===== src/rtl/core/msd_pkg.sv =====
// Shared types, constants and the segment lookup for the multiplexed
// seven-segment driver. No dependencies.
`timescale 1ns / 1ps
`default_nettype none

package msd_pkg;

   // Field widths
   localparam int VALUE_W = 14;
   localparam int DWELL_W = 8;
   localparam int POS_W   = 2;
   localparam int DIGITS  = 4;
   localparam int SEG_W   = 8;
   localparam int BIT_W   = 3;
   localparam int CODE_W  = 4;
   localparam int QUOT_W  = 14;
   localparam int QDIV_W  = 11;

   // Reset value of the dwell register
   localparam logic [DWELL_W-1:0] DWELL_RESET = 8'd5;
   localparam logic [DWELL_W-1:0] ELAPSED_MAX = 8'd255;

   // Default depth of the queue between front and back
   localparam int QUEUE_DEPTH_DEFAULT = 2;

   // Digit positions
   localparam logic [POS_W-1:0] POS_THOUSANDS = 2'd0;
   localparam logic [POS_W-1:0] POS_HUNDREDS  = 2'd1;
   localparam logic [POS_W-1:0] POS_TENS      = 2'd2;
   localparam logic [POS_W-1:0] POS_UNITS     = 2'd3;

   // Blanking thresholds
   localparam logic [VALUE_W-1:0] LIMIT_THOUSANDS = 14'd1000;
   localparam logic [VALUE_W-1:0] LIMIT_HUNDREDS  = 14'd100;
   localparam logic [VALUE_W-1:0] LIMIT_TENS      = 14'd10;

   // Reciprocals scaled by 2**RECIP_SHIFT, exact for every 14-bit value
   localparam int RECIP_W     = 21;
   localparam int RECIP_SHIFT = 24;
   localparam logic [RECIP_W-1:0] RECIP_1000 = 21'd16778;
   localparam logic [RECIP_W-1:0] RECIP_100  = 21'd167773;
   localparam logic [RECIP_W-1:0] RECIP_10   = 21'd1677722;

   // Divide-by-ten reciprocal for the modulo step, scaled by 2**TEN_SHIFT
   localparam int TEN_W     = 13;
   localparam int TEN_SHIFT = 16;
   localparam logic [TEN_W-1:0] RECIP_TEN = 13'd6554;

   // Code of the blank digit
   localparam logic [CODE_W-1:0] CODE_BLANK = 4'd10;

   // Last bit of a segment byte
   localparam logic [BIT_W-1:0] BIT_LAST = 3'd7;

   // One queue entry: segment byte and the digit position it belongs to
   typedef struct packed {
      logic [SEG_W-1:0] seg_byte;
      logic [POS_W-1:0] pos;
   } msd_entry_type;

   // Active-low segment byte for a digit code; blank for anything else
   function automatic logic [SEG_W-1:0] seg_lookup(input logic [CODE_W-1:0] code);
      logic [SEG_W-1:0] seg;
      unique case (code)
         4'd0:    seg = 8'd1;
         4'd1:    seg = 8'd79;
         4'd2:    seg = 8'd18;
         4'd3:    seg = 8'd6;
         4'd4:    seg = 8'd76;
         4'd5:    seg = 8'd36;
         4'd6:    seg = 8'd32;
         4'd7:    seg = 8'd15;
         4'd8:    seg = 8'd0;
         4'd9:    seg = 8'd4;
         default: seg = 8'd127;
      endcase
      return seg;
   endfunction

endpackage

`default_nettype wire


===== src/rtl/core/msd_stream_if.sv =====
// Valid/ready channels of the seven-segment driver: refresh requests in,
// serial bit words out. Depends on msd_pkg.
`timescale 1ns / 1ps
`default_nettype none

interface msd_req_if;
   logic                       valid;
   logic                       ready;
   logic [msd_pkg::VALUE_W-1:0] value_to_show;
   logic                       ms_tick;

   modport source (output valid, output value_to_show, output ms_tick, input ready);
   modport sink   (input valid, input value_to_show, input ms_tick, output ready);
endinterface

interface msd_rsp_if;
   logic                       valid;
   logic                       ready;
   logic [msd_pkg::DIGITS-1:0] digit_enable;
   logic                       serial_bit;
   logic [msd_pkg::BIT_W-1:0]  bit_position;
   logic                       latch_last;

   modport source (output valid, output digit_enable, output serial_bit,
                   output bit_position, output latch_last, input ready);
   modport sink   (input valid, input digit_enable, input serial_bit,
                   input bit_position, input latch_last, output ready);
endinterface

`default_nettype wire


===== src/rtl/core/msd_front.sv =====
// Front end: accepts refresh words, keeps the digit position and the
// millisecond counter, and works out the segment byte in three stages.
// Depends on msd_pkg.
`timescale 1ns / 1ps
`default_nettype none

module msd_front (
   input  wire logic                          clock,
   input  wire logic                          reset,
   input  wire logic                          csr_wr_en,
   input  wire logic [msd_pkg::DWELL_W-1:0]   csr_wr_data,
   input  wire logic                          req_valid,
   output logic                               req_ready,
   input  wire logic [msd_pkg::VALUE_W-1:0]   req_value,
   input  wire logic                          req_tick,
   output logic                               push_valid,
   input  wire logic                          push_ready,
   output msd_pkg::msd_entry_type             push_entry
);
   import msd_pkg::*;

   logic [DWELL_W-1:0] dwell_ff, dwell_in;
   logic [DWELL_W-1:0] elapsed_ff, elapsed_in;
   logic [POS_W-1:0]   pos_ff, pos_in;

   logic               s1_valid_ff, s1_valid_in;
   logic [VALUE_W-1:0] s1_value_ff;
   logic [POS_W-1:0]   s1_pos_ff;
   logic               s1_blank_ff;

   logic               s2_valid_ff, s2_valid_in;
   logic [QUOT_W-1:0]  s2_quot_ff, s2_quot_in;
   logic [POS_W-1:0]   s2_pos_ff;
   logic               s2_blank_ff;

   logic               s3_valid_ff, s3_valid_in;
   logic [QUOT_W-1:0]  s3_quot_ff;
   logic [QDIV_W-1:0]  s3_qdiv_ff, s3_qdiv_in;
   logic [POS_W-1:0]   s3_pos_ff;
   logic               s3_blank_ff;

   logic               accept;
   logic               take1, take2, take3;
   logic               blank_in;
   logic [DWELL_W-1:0] elapsed_inc;
   logic [RECIP_W-1:0] recip;
   logic [VALUE_W+RECIP_W-1:0] quot_prod;
   logic [QUOT_W+TEN_W-1:0]    qdiv_prod;
   logic [QUOT_W-1:0]  rem_full;
   logic [CODE_W-1:0]  code;

   // Stall chain: a stage takes a word when empty or when it passes its own on
   assign take3     = !s3_valid_ff || push_ready;
   assign take2     = !s2_valid_ff || take3;
   assign take1     = !s1_valid_ff || take2;
   assign req_ready = take1;
   assign accept    = req_valid && take1;

   // Dwell register
   always_comb begin
      dwell_in = csr_wr_en ? csr_wr_data : dwell_ff;
   end

   // Count milliseconds, saturate, advance the position once past the dwell
   always_comb begin
      elapsed_inc = elapsed_ff;
      if (req_tick && elapsed_ff != ELAPSED_MAX) begin
         elapsed_inc = elapsed_ff + 1'b1;
      end
      elapsed_in = elapsed_ff;
      pos_in     = pos_ff;
      if (accept) begin
         if (elapsed_inc > dwell_ff) begin
            elapsed_in = '0;
            pos_in     = pos_ff + 1'b1;
         end else begin
            elapsed_in = elapsed_inc;
         end
      end
   end

   // Blank leading zeros; a lone zero in the units still shows
   always_comb begin
      unique case (pos_ff)
         POS_THOUSANDS: blank_in = req_value < LIMIT_THOUSANDS;
         POS_HUNDREDS:  blank_in = req_value < LIMIT_HUNDREDS;
         POS_TENS:      blank_in = req_value < LIMIT_TENS;
         default:       blank_in = 1'b0;
      endcase
   end

   // Stage 2: quotient by the position's power of ten
   always_comb begin
      unique case (s1_pos_ff)
         POS_THOUSANDS: recip = RECIP_1000;
         POS_HUNDREDS:  recip = RECIP_100;
         default:       recip = RECIP_10;
      endcase
      quot_prod = (VALUE_W+RECIP_W)'(s1_value_ff) * (VALUE_W+RECIP_W)'(recip);
      if (s1_pos_ff == POS_UNITS) begin
         s2_quot_in = s1_value_ff;
      end else begin
         s2_quot_in = QUOT_W'(quot_prod >> RECIP_SHIFT);
      end
   end

   // Stage 3: quotient by ten for the modulo
   always_comb begin
      qdiv_prod  = (QUOT_W+TEN_W)'(s2_quot_ff) * (QUOT_W+TEN_W)'(RECIP_TEN);
      s3_qdiv_in = QDIV_W'(qdiv_prod >> TEN_SHIFT);
   end

   // Remainder, blanking and segment lookup on the way into the queue
   always_comb begin
      rem_full = s3_quot_ff - ((QUOT_W'(s3_qdiv_ff) << 3) + (QUOT_W'(s3_qdiv_ff) << 1));
      code     = s3_blank_ff ? CODE_BLANK : rem_full[CODE_W-1:0];
      push_entry.seg_byte = seg_lookup(code);
      push_entry.pos      = s3_pos_ff;
      push_valid          = s3_valid_ff;
   end

   // Stage valids
   always_comb begin
      s1_valid_in = take1 ? req_valid   : s1_valid_ff;
      s2_valid_in = take2 ? s1_valid_ff : s2_valid_ff;
      s3_valid_in = take3 ? s2_valid_ff : s3_valid_ff;
   end

   // Control state
   always_ff @(posedge clock) begin
      if (reset) begin
         dwell_ff    <= DWELL_RESET;
         elapsed_ff  <= '0;
         pos_ff      <= POS_THOUSANDS;
         s1_valid_ff <= 1'b0;
         s2_valid_ff <= 1'b0;
         s3_valid_ff <= 1'b0;
      end else begin
         dwell_ff    <= dwell_in;
         elapsed_ff  <= elapsed_in;
         pos_ff      <= pos_in;
         s1_valid_ff <= s1_valid_in;
         s2_valid_ff <= s2_valid_in;
         s3_valid_ff <= s3_valid_in;
      end
   end

   // Payload, moved when the stage takes a word
   always_ff @(posedge clock) begin
      if (take1) begin
         s1_value_ff <= req_value;
         s1_pos_ff   <= pos_ff;
         s1_blank_ff <= blank_in;
      end
      if (take2) begin
         s2_quot_ff  <= s2_quot_in;
         s2_pos_ff   <= s1_pos_ff;
         s2_blank_ff <= s1_blank_ff;
      end
      if (take3) begin
         s3_quot_ff  <= s2_quot_ff;
         s3_qdiv_ff  <= s3_qdiv_in;
         s3_pos_ff   <= s2_pos_ff;
         s3_blank_ff <= s2_blank_ff;
      end
   end

endmodule

`default_nettype wire


===== src/rtl/core/msd_queue.sv =====
// Short queue of segment entries between the front and back ends.
// Depends on msd_pkg.
`timescale 1ns / 1ps
`default_nettype none

module msd_queue #(
   parameter int DEPTH = msd_pkg::QUEUE_DEPTH_DEFAULT
) (
   input  wire logic                    clock,
   input  wire logic                    reset,
   input  wire logic                    push_valid,
   output logic                         push_ready,
   input  wire msd_pkg::msd_entry_type  push_entry,
   output logic                         pop_valid,
   input  wire logic                    pop_ready,
   output msd_pkg::msd_entry_type       pop_entry
);
   import msd_pkg::*;

   localparam int PTR_W = (DEPTH > 1) ? $clog2(DEPTH) : 1;
   localparam int CNT_W = $clog2(DEPTH + 1);
   localparam logic [PTR_W-1:0] PTR_LAST = PTR_W'(DEPTH - 1);
   localparam logic [CNT_W-1:0] CNT_FULL = CNT_W'(DEPTH);

   msd_entry_type    entry_ff [DEPTH];
   logic [PTR_W-1:0] wr_ptr_ff, wr_ptr_in;
   logic [PTR_W-1:0] rd_ptr_ff, rd_ptr_in;
   logic [CNT_W-1:0] count_ff, count_in;
   logic             do_push, do_pop;

   assign push_ready = count_ff != CNT_FULL;
   assign pop_valid  = count_ff != '0;
   assign pop_entry  = entry_ff[rd_ptr_ff];
   assign do_push    = push_valid && push_ready;
   assign do_pop     = pop_valid && pop_ready;

   // Advance pointers with wrap, track fill
   always_comb begin
      wr_ptr_in = wr_ptr_ff;
      rd_ptr_in = rd_ptr_ff;
      count_in  = count_ff;
      if (do_push) begin
         wr_ptr_in = (wr_ptr_ff == PTR_LAST) ? '0 : wr_ptr_ff + 1'b1;
      end
      if (do_pop) begin
         rd_ptr_in = (rd_ptr_ff == PTR_LAST) ? '0 : rd_ptr_ff + 1'b1;
      end
      if (do_push && !do_pop) begin
         count_in = count_ff + 1'b1;
      end else if (do_pop && !do_push) begin
         count_in = count_ff - 1'b1;
      end
   end

   always_ff @(posedge clock) begin
      if (reset) begin
         wr_ptr_ff <= '0;
         rd_ptr_ff <= '0;
         count_ff  <= '0;
      end else begin
         wr_ptr_ff <= wr_ptr_in;
         rd_ptr_ff <= rd_ptr_in;
         count_ff  <= count_in;
      end
   end

   // Store the pushed entry
   always_ff @(posedge clock) begin
      if (do_push) begin
         entry_ff[wr_ptr_ff] <= push_entry;
      end
   end

endmodule

`default_nettype wire


===== src/rtl/core/msd_back.sv =====
// Back end: shifts one segment byte out LSB first, one bit word per
// cycle while rsp is ready, with the digit select. Depends on msd_pkg.
`timescale 1ns / 1ps
`default_nettype none

module msd_back (
   input  wire logic                    clock,
   input  wire logic                    reset,
   input  wire logic                    pop_valid,
   output logic                         pop_ready,
   input  wire msd_pkg::msd_entry_type  pop_entry,
   msd_rsp_if.source                    rsp
);
   import msd_pkg::*;

   logic             busy_ff, busy_in;
   logic [BIT_W-1:0] bit_ff, bit_in;
   logic [SEG_W-1:0] byte_ff;
   logic [POS_W-1:0] pos_ff;
   logic             sent, last_sent;

   assign sent      = rsp.valid && rsp.ready;
   assign last_sent = sent && bit_ff == BIT_LAST;
   assign pop_ready = !busy_ff || last_sent;

   // Present the current bit word
   always_comb begin
      rsp.valid        = busy_ff;
      rsp.digit_enable = DIGITS'(1) << pos_ff;
      rsp.serial_bit   = byte_ff[bit_ff];
      rsp.bit_position = bit_ff;
      rsp.latch_last   = bit_ff == BIT_LAST;
   end

   // Step through the byte, load the next entry straight after the last bit
   always_comb begin
      busy_in = busy_ff;
      bit_in  = bit_ff;
      if (pop_ready) begin
         busy_in = pop_valid;
         bit_in  = '0;
      end else if (sent) begin
         bit_in = bit_ff + 1'b1;
      end
   end

   always_ff @(posedge clock) begin
      if (reset) begin
         busy_ff <= 1'b0;
         bit_ff  <= '0;
      end else begin
         busy_ff <= busy_in;
         bit_ff  <= bit_in;
      end
   end

   always_ff @(posedge clock) begin
      if (pop_ready && pop_valid) begin
         byte_ff <= pop_entry.seg_byte;
         pos_ff  <= pop_entry.pos;
      end
   end

endmodule

`default_nettype wire


===== src/rtl/core/mux_seven_segment_driver_top.sv =====
// Top level of the multiplexed four-digit seven-segment driver.
// Depends on msd_pkg, msd_stream_if, msd_front, msd_queue and msd_back.
//
// Each refresh word on req_stream carries the number to show and a
// millisecond flag; the block answers with eight bit words on rsp_stream,
// the active-low segment byte of the active digit LSB first, each with the
// one-hot digit select, the bit position and a flag on the eighth bit.
// Leading zeros are blanked. The position moves on once the millisecond
// count exceeds the dwell written through csr_wr_en/csr_wr_data (reset 5).
// The serial shifter sends one bit per cycle while rsp_stream is ready;
// up to the queue depth plus three words are taken ahead while earlier
// bytes are still shifting. An accepted word passes the front pipeline,
// the queue and the back end's byte register before its first bit word.
`timescale 1ns / 1ps
`default_nettype none

module mux_seven_segment_driver_top #(
   parameter int QUEUE_DEPTH = msd_pkg::QUEUE_DEPTH_DEFAULT
) (
   input  wire logic                        clock,
   input  wire logic                        reset,
   input  wire logic                        csr_wr_en,
   input  wire logic [msd_pkg::DWELL_W-1:0] csr_wr_data,
   msd_req_if.sink                          req_stream,
   msd_rsp_if.source                        rsp_stream
);
   import msd_pkg::*;

   logic          push_valid, push_ready;
   msd_entry_type push_entry;
   logic          pop_valid, pop_ready;
   msd_entry_type pop_entry;

   // Accept and classify refresh words
   msd_front u_front (
      .clock       (clock),
      .reset       (reset),
      .csr_wr_en   (csr_wr_en),
      .csr_wr_data (csr_wr_data),
      .req_valid   (req_stream.valid),
      .req_ready   (req_stream.ready),
      .req_value   (req_stream.value_to_show),
      .req_tick    (req_stream.ms_tick),
      .push_valid  (push_valid),
      .push_ready  (push_ready),
      .push_entry  (push_entry)
   );

   // Decouple front and back
   msd_queue #(
      .DEPTH (QUEUE_DEPTH)
   ) u_queue (
      .clock      (clock),
      .reset      (reset),
      .push_valid (push_valid),
      .push_ready (push_ready),
      .push_entry (push_entry),
      .pop_valid  (pop_valid),
      .pop_ready  (pop_ready),
      .pop_entry  (pop_entry)
   );

   // Shift the segment bytes out
   msd_back u_back (
      .clock     (clock),
      .reset     (reset),
      .pop_valid (pop_valid),
      .pop_ready (pop_ready),
      .pop_entry (pop_entry),
      .rsp       (rsp_stream)
   );

endmodule

`default_nettype wire

===== src/flat_wrapper.sv =====
// flat-port wrapper written by rule: the top's interface ports become plain ports
module mux_seven_segment_driver_top_flat import msd_pkg::*;
#(
   parameter int QUEUE_DEPTH = msd_pkg::QUEUE_DEPTH_DEFAULT
)
  (clock, reset, csr_wr_en, csr_wr_data, req_stream_valid, req_stream_value_to_show, req_stream_ms_tick, req_stream_ready, rsp_stream_valid, rsp_stream_digit_enable, rsp_stream_serial_bit, rsp_stream_bit_position, rsp_stream_latch_last, rsp_stream_ready);
  msd_req_if req_stream_i ();
  msd_rsp_if rsp_stream_i ();
  input  wire logic clock;
  input  wire logic reset;
  input  wire logic csr_wr_en;
  input  wire logic [msd_pkg::DWELL_W-1:0] csr_wr_data;
  input wire logic [$bits(req_stream_i.valid)-1:0] req_stream_valid;
  input wire logic [$bits(req_stream_i.value_to_show)-1:0] req_stream_value_to_show;
  input wire logic [$bits(req_stream_i.ms_tick)-1:0] req_stream_ms_tick;
  output wire logic [$bits(req_stream_i.ready)-1:0] req_stream_ready;
  output wire logic [$bits(rsp_stream_i.valid)-1:0] rsp_stream_valid;
  output wire logic [$bits(rsp_stream_i.digit_enable)-1:0] rsp_stream_digit_enable;
  output wire logic [$bits(rsp_stream_i.serial_bit)-1:0] rsp_stream_serial_bit;
  output wire logic [$bits(rsp_stream_i.bit_position)-1:0] rsp_stream_bit_position;
  output wire logic [$bits(rsp_stream_i.latch_last)-1:0] rsp_stream_latch_last;
  input wire logic [$bits(rsp_stream_i.ready)-1:0] rsp_stream_ready;
  assign req_stream_i.valid = req_stream_valid;
  assign req_stream_i.value_to_show = req_stream_value_to_show;
  assign req_stream_i.ms_tick = req_stream_ms_tick;
  assign req_stream_ready = req_stream_i.ready;
  assign rsp_stream_valid = rsp_stream_i.valid;
  assign rsp_stream_digit_enable = rsp_stream_i.digit_enable;
  assign rsp_stream_serial_bit = rsp_stream_i.serial_bit;
  assign rsp_stream_bit_position = rsp_stream_i.bit_position;
  assign rsp_stream_latch_last = rsp_stream_i.latch_last;
  assign rsp_stream_i.ready = rsp_stream_ready;
  mux_seven_segment_driver_top #(.QUEUE_DEPTH(QUEUE_DEPTH)) u_core (.clock(clock), .reset(reset), .csr_wr_en(csr_wr_en), .csr_wr_data(csr_wr_data), .req_stream(req_stream_i), .rsp_stream(rsp_stream_i));
endmodule

===== config.mk =====
export PLATFORM = sky130hd
export DESIGN_NAME = mux_seven_segment_driver_top_flat
export DESIGN_NICKNAME = d
export VERILOG_FILES = /design/src/rtl/core/msd_pkg.sv /design/src/rtl/core/msd_stream_if.sv /design/src/rtl/core/msd_front.sv /design/src/rtl/core/msd_queue.sv /design/src/rtl/core/msd_back.sv /design/src/rtl/core/mux_seven_segment_driver_top.sv /design/src/flat_wrapper.sv
export SDC_FILE = /design/constraint.sdc
export NUM_CORES = 1
export LEC_CHECK = 0
export BUFFER_PORTS_ARGS = -buffer_cell sky130_fd_sc_hd__buf_2
export CAP_MARGIN = 40
export CORE_MARGIN = 1.5
export CORE_UTILIZATION = 55
export DETAILED_ROUTE_END_ITERATION = 8
export PLACE_DENSITY = 0.79
export SETUP_SLACK_MARGIN = 0.02
export SLEW_MARGIN = 10
export SYNTH_ARGS = -nofsm -noshare
export SYNTH_HDL_FRONTEND = slang
export SYNTH_SLANG_ARGS = --single-unit

===== constraint.sdc =====
create_clock -name clock -period 8.3 [get_ports clock]
set_input_delay 1.245 -clock clock [delete_from_list [all_inputs] [get_ports clock]]
set_output_delay 1.245 -clock clock [all_outputs]
set_load 0.02 [all_outputs]

==> impl_results.md <==
* Outcome: finished clean
* Synth top area share at 30.4%
* Routed Antenna Nets at 0
* Final worst path period share at a little under nine tenths
* CORE AREA at 25000 um2
* CP Class: reg2reg
* Post-synth EDFFs at a little over 70
* Cell taking the most area after synthesis: fa_1
* Hold Path Class: reg2reg
* Die Wd at 162 um
* Worst-skew pair later-pin latency at about 0.36 ns
* Final setup viols at 0
* Tot GR Track Use at 26.3%
* Final Critical Period at 7.09 ns
* FFs w/ async S/R, synth at 0%
* Post-Layout Cell Count at 1730
* Leakage at 8.10 nW
* Max clock buf depth at 2
* Setup crit end: u_core.u_front.s2_quot_ff[5]
* Die area at 26400 um2
* Startpoint Class: register
* Worst ir drop on vdd at 250 uV
* Synthesized cell area at ~14000 um2
* Worst slew margin at 45.0%
* Synth cell types at 70
* # port buffers at 38
* Via count at between 9k and 10k
* Global-route wire length before repair at around 53000 um
* Cell family with most CP delay: adder cells
* Root Driver: clkbuf_16
* # Post-CTS Setup Buffers at 0
* Fin. max-slew vios at 0
* Total power draw at 0.00314 W
* Area growth syn-to-layout at 6.35%
* Inserted Clock Buffers at 9
* Path length in cells of the critical path at 18
* Floorplan row count at slightly below 60
* Critical path's slowest cell: edfxtp_1
* Gr ovfl total at 0
* Placed Cells at 1714
* Cells after synthesis at 1362
* Delay of the slowest cell on the worst path at between 0.7 and 0.8 ns
* Flop-to-flop setup slack at 1.21 ns
* GPL Wtd Cong at 0.997
* Worst Setup SP: u_core.u_front.s1_pos_ff[1]
* CTS Hold Bufs at 0
* Worst-path cell chain: nand2b_1, nor2_1, inv_1, fa_1, inv_1, fa_1, fa_1, fa_1, fa_1, fa_1, ha_1, a21oi_1, o221ai_2, a211oi_2, o211ai_1, and3_4, or4_1, o221a_2
* Die Height at 162 um
* Initial antenna violation count at 1
* Number of I/O pins at 39
* Post-synth top flop: edfxtp_1
* Iteration-0 DRC Markers at ~590
* Pre-Repair DR Iteration Count at 8
* Synth top cells by count: inv_1, ha_1, fa_1
* R2r startpoint: u_core.u_front.s1_pos_ff[1]
* Clock Sinks at 100
* Syn_nets at 1831
* Layout cells sized above 1 at 6.29%
* CTS H-tree depth at 3
* Hold Fails Final Rpt at 0
* Crit end category: register
* Initial Util at 55.8%
* DRC Markers at 0
* Largest net degree at the start of global routing at 25
* Drt wl/cell at 18.3 um
* Final-stage net count at 1864
* Clock skew at 0.0132 ns
* Crit Path Max Fanout at 24
* Fmax at roughly 140 MHz
* Most used cell along the critical path: fa_1
* CTS tree: built
* Antenna fix cells at 0
* Buf+Inv Stages, Crit Path at 2
* Warnings, synthesis at 0
* Max Cap Viol at 0
* Reg2reg end: u_core.u_front.s2_quot_ff[5]
* Register area share after synthesis at 19.4%
* Arrival time worst endpoint at 7.21 ns
* Syn Area/Cell at 10.3 um2
* RSZ-0062 raised after global routing: false
* Fillcell total at approximately 2.1k
* Seq cells post-synth at 100
* DPL Wire Length at 27700 um
* Post_cts resized at 0
* Clock transition at path regs at roughly 0.080 ns
* Worst-margin pin slew at 0.804 ns
* PwrDens at 211 nW/um2
* R2R depth at 18
* Worst Path Required at 8.42 ns
* Vias/cell at 5.50
* Top-count cell post-synth: inv_1
* Final setup TNS at 0 ns
* Number of global-route vias before repair at 10.2k
* Drt total wl at 31700 um
* Ranking of synthesized cells by area: fa_1, ha_1, edfxtp_1
[flip-flops by register name (all words and copies together), names as in the netlist, 2 cells and up]
register                        flops
u_core.u_front.s1_value_ff         14
u_core.u_back.pos_ff                2
u_core.u_front.s3_qdiv_ff           3
u_core.u_back.rsp.bit_position      3
u_core.u_front.pos_ff               2
u_core.u_queue.entry_ff            18
u_core.u_front.elapsed_ff           8
u_core.u_front.s3_pos_ff            2
u_core.u_front.s1_pos_ff            2
u_core.u_front.s2_quot_ff          14
u_core.u_front.dwell_ff             8
u_core.u_front.s3_quot_ff           4
u_core.u_back.byte_ff               7
u_core.u_queue.count_ff             2
u_core.u_front.s2_pos_ff            2
[worst min-delay path by stage]
stage	slack [ns]	end	from	cells past startpoint
after CTS	0.42	u_core.u_front.s2_blank_ff	u_core.u_front.s1_blank_ff	0
after floorplan	0.40	u_core.u_front.s2_blank_ff	u_core.u_front.s1_blank_ff	0
after detailed placement	0.41	u_core.u_front.s2_blank_ff	u_core.u_front.s1_blank_ff	0
final	0.42	u_core.u_front.s2_blank_ff	u_core.u_front.s1_blank_ff	0
after global placement	0.40	u_core.u_front.s3_pos_ff[1]	u_core.u_front.s2_pos_ff[1]	0
after global routing	0.43	u_core.u_front.s2_blank_ff	u_core.u_front.s1_blank_ff	0
[layer usage]
metal	part of all wire [%]	GRT usage (%)	up-vias
li1	-	-	4452
met5	0.041	0	-
met2	50	44.6	293
met4	3.2	8.67	2
met1	40	34.0	4711
met3	6.8	5.30	63
[cells by family (layout without fill, tap and decap cells)]
group                      after synthesis  after routing  share of synthesized area, %
muxes                                   18             18                          1.46
DFF                                    100            100                          19.4
buffers and inverters                  355            393                          9.54
adders and majority gates              441            441                          50.9
AOI/OAI and AO/OA                      148            148                          7.39
xor gates and xnor gates                38             38                          2.38
and+or+nand+nor                        262            262                          8.94
[layout make-up]
type                    instances  area (um2)  area share, %
multi-input cells             907        9930           66.8
flip-flops and latches        100        2710           18.3
inverters                     335        1260           8.46
well taps                     330         413           2.78
clock buffers                  10         250           1.68
repair buffers                 42         228           1.53
clock inverters                 6        72.6          0.488
[stage by stage]
| step | util, % | hold WS, ns | worst slack, ns | instance area [um2] |
|---|---|---|---|---|
| 2_1_floorplan | - | 0.400 | 1.77 | 14000 |
| 3_3_place_gp | 58.0 | 0.402 | 1.42 | 14500 |
| 3_5_place_dp | 58.1 | 0.406 | 1.29 | 14500 |
| 4_1_cts | 59.4 | 0.423 | 1.29 | 14900 |
| 5_1_grt | 59.4 | 0.432 | 0.899 | 14900 |
| 6_report | 59.4 | 0.422 | 1.21 | 14900 |
[placed cells by master, fill, tap and decap left out, types with 12 or more instances in the layout]
cell type,n
o21ai_0,12
a21o_1,12
and2_1,18
a21oi_1,47
ha_1,229
inv_1,334
fa_1,212
nand3_1,15
dfxtp_1,29
nor2_1,68
nand2_1,91
buf_2,38
xnor2_1,29
edfxtp_1,71
[worst register-to-register path: cells and delay by family (launching register included)]
family	cells	cell delay (ns)
compound gates	5	0.91
simple gates	4	1.63
flops	1	0.73
fa+ha+maj	7	3.35
buf+inv	2	0.23
[power breakdown]
| part | total, W | switching [W] | internal [W] | leakage (nW) |
|---|---|---|---|---|
| combinational | 0.00198 | 0.00116 | 0.000819 | 6.96 |
| sequential | 0.000721 | 0.0000660 | 0.000655 | 0.986 |
| clock | 0.000443 | 0.000209 | 0.000234 | 0.158 |
Note: power is estimated with default switching activity, not from simulation.
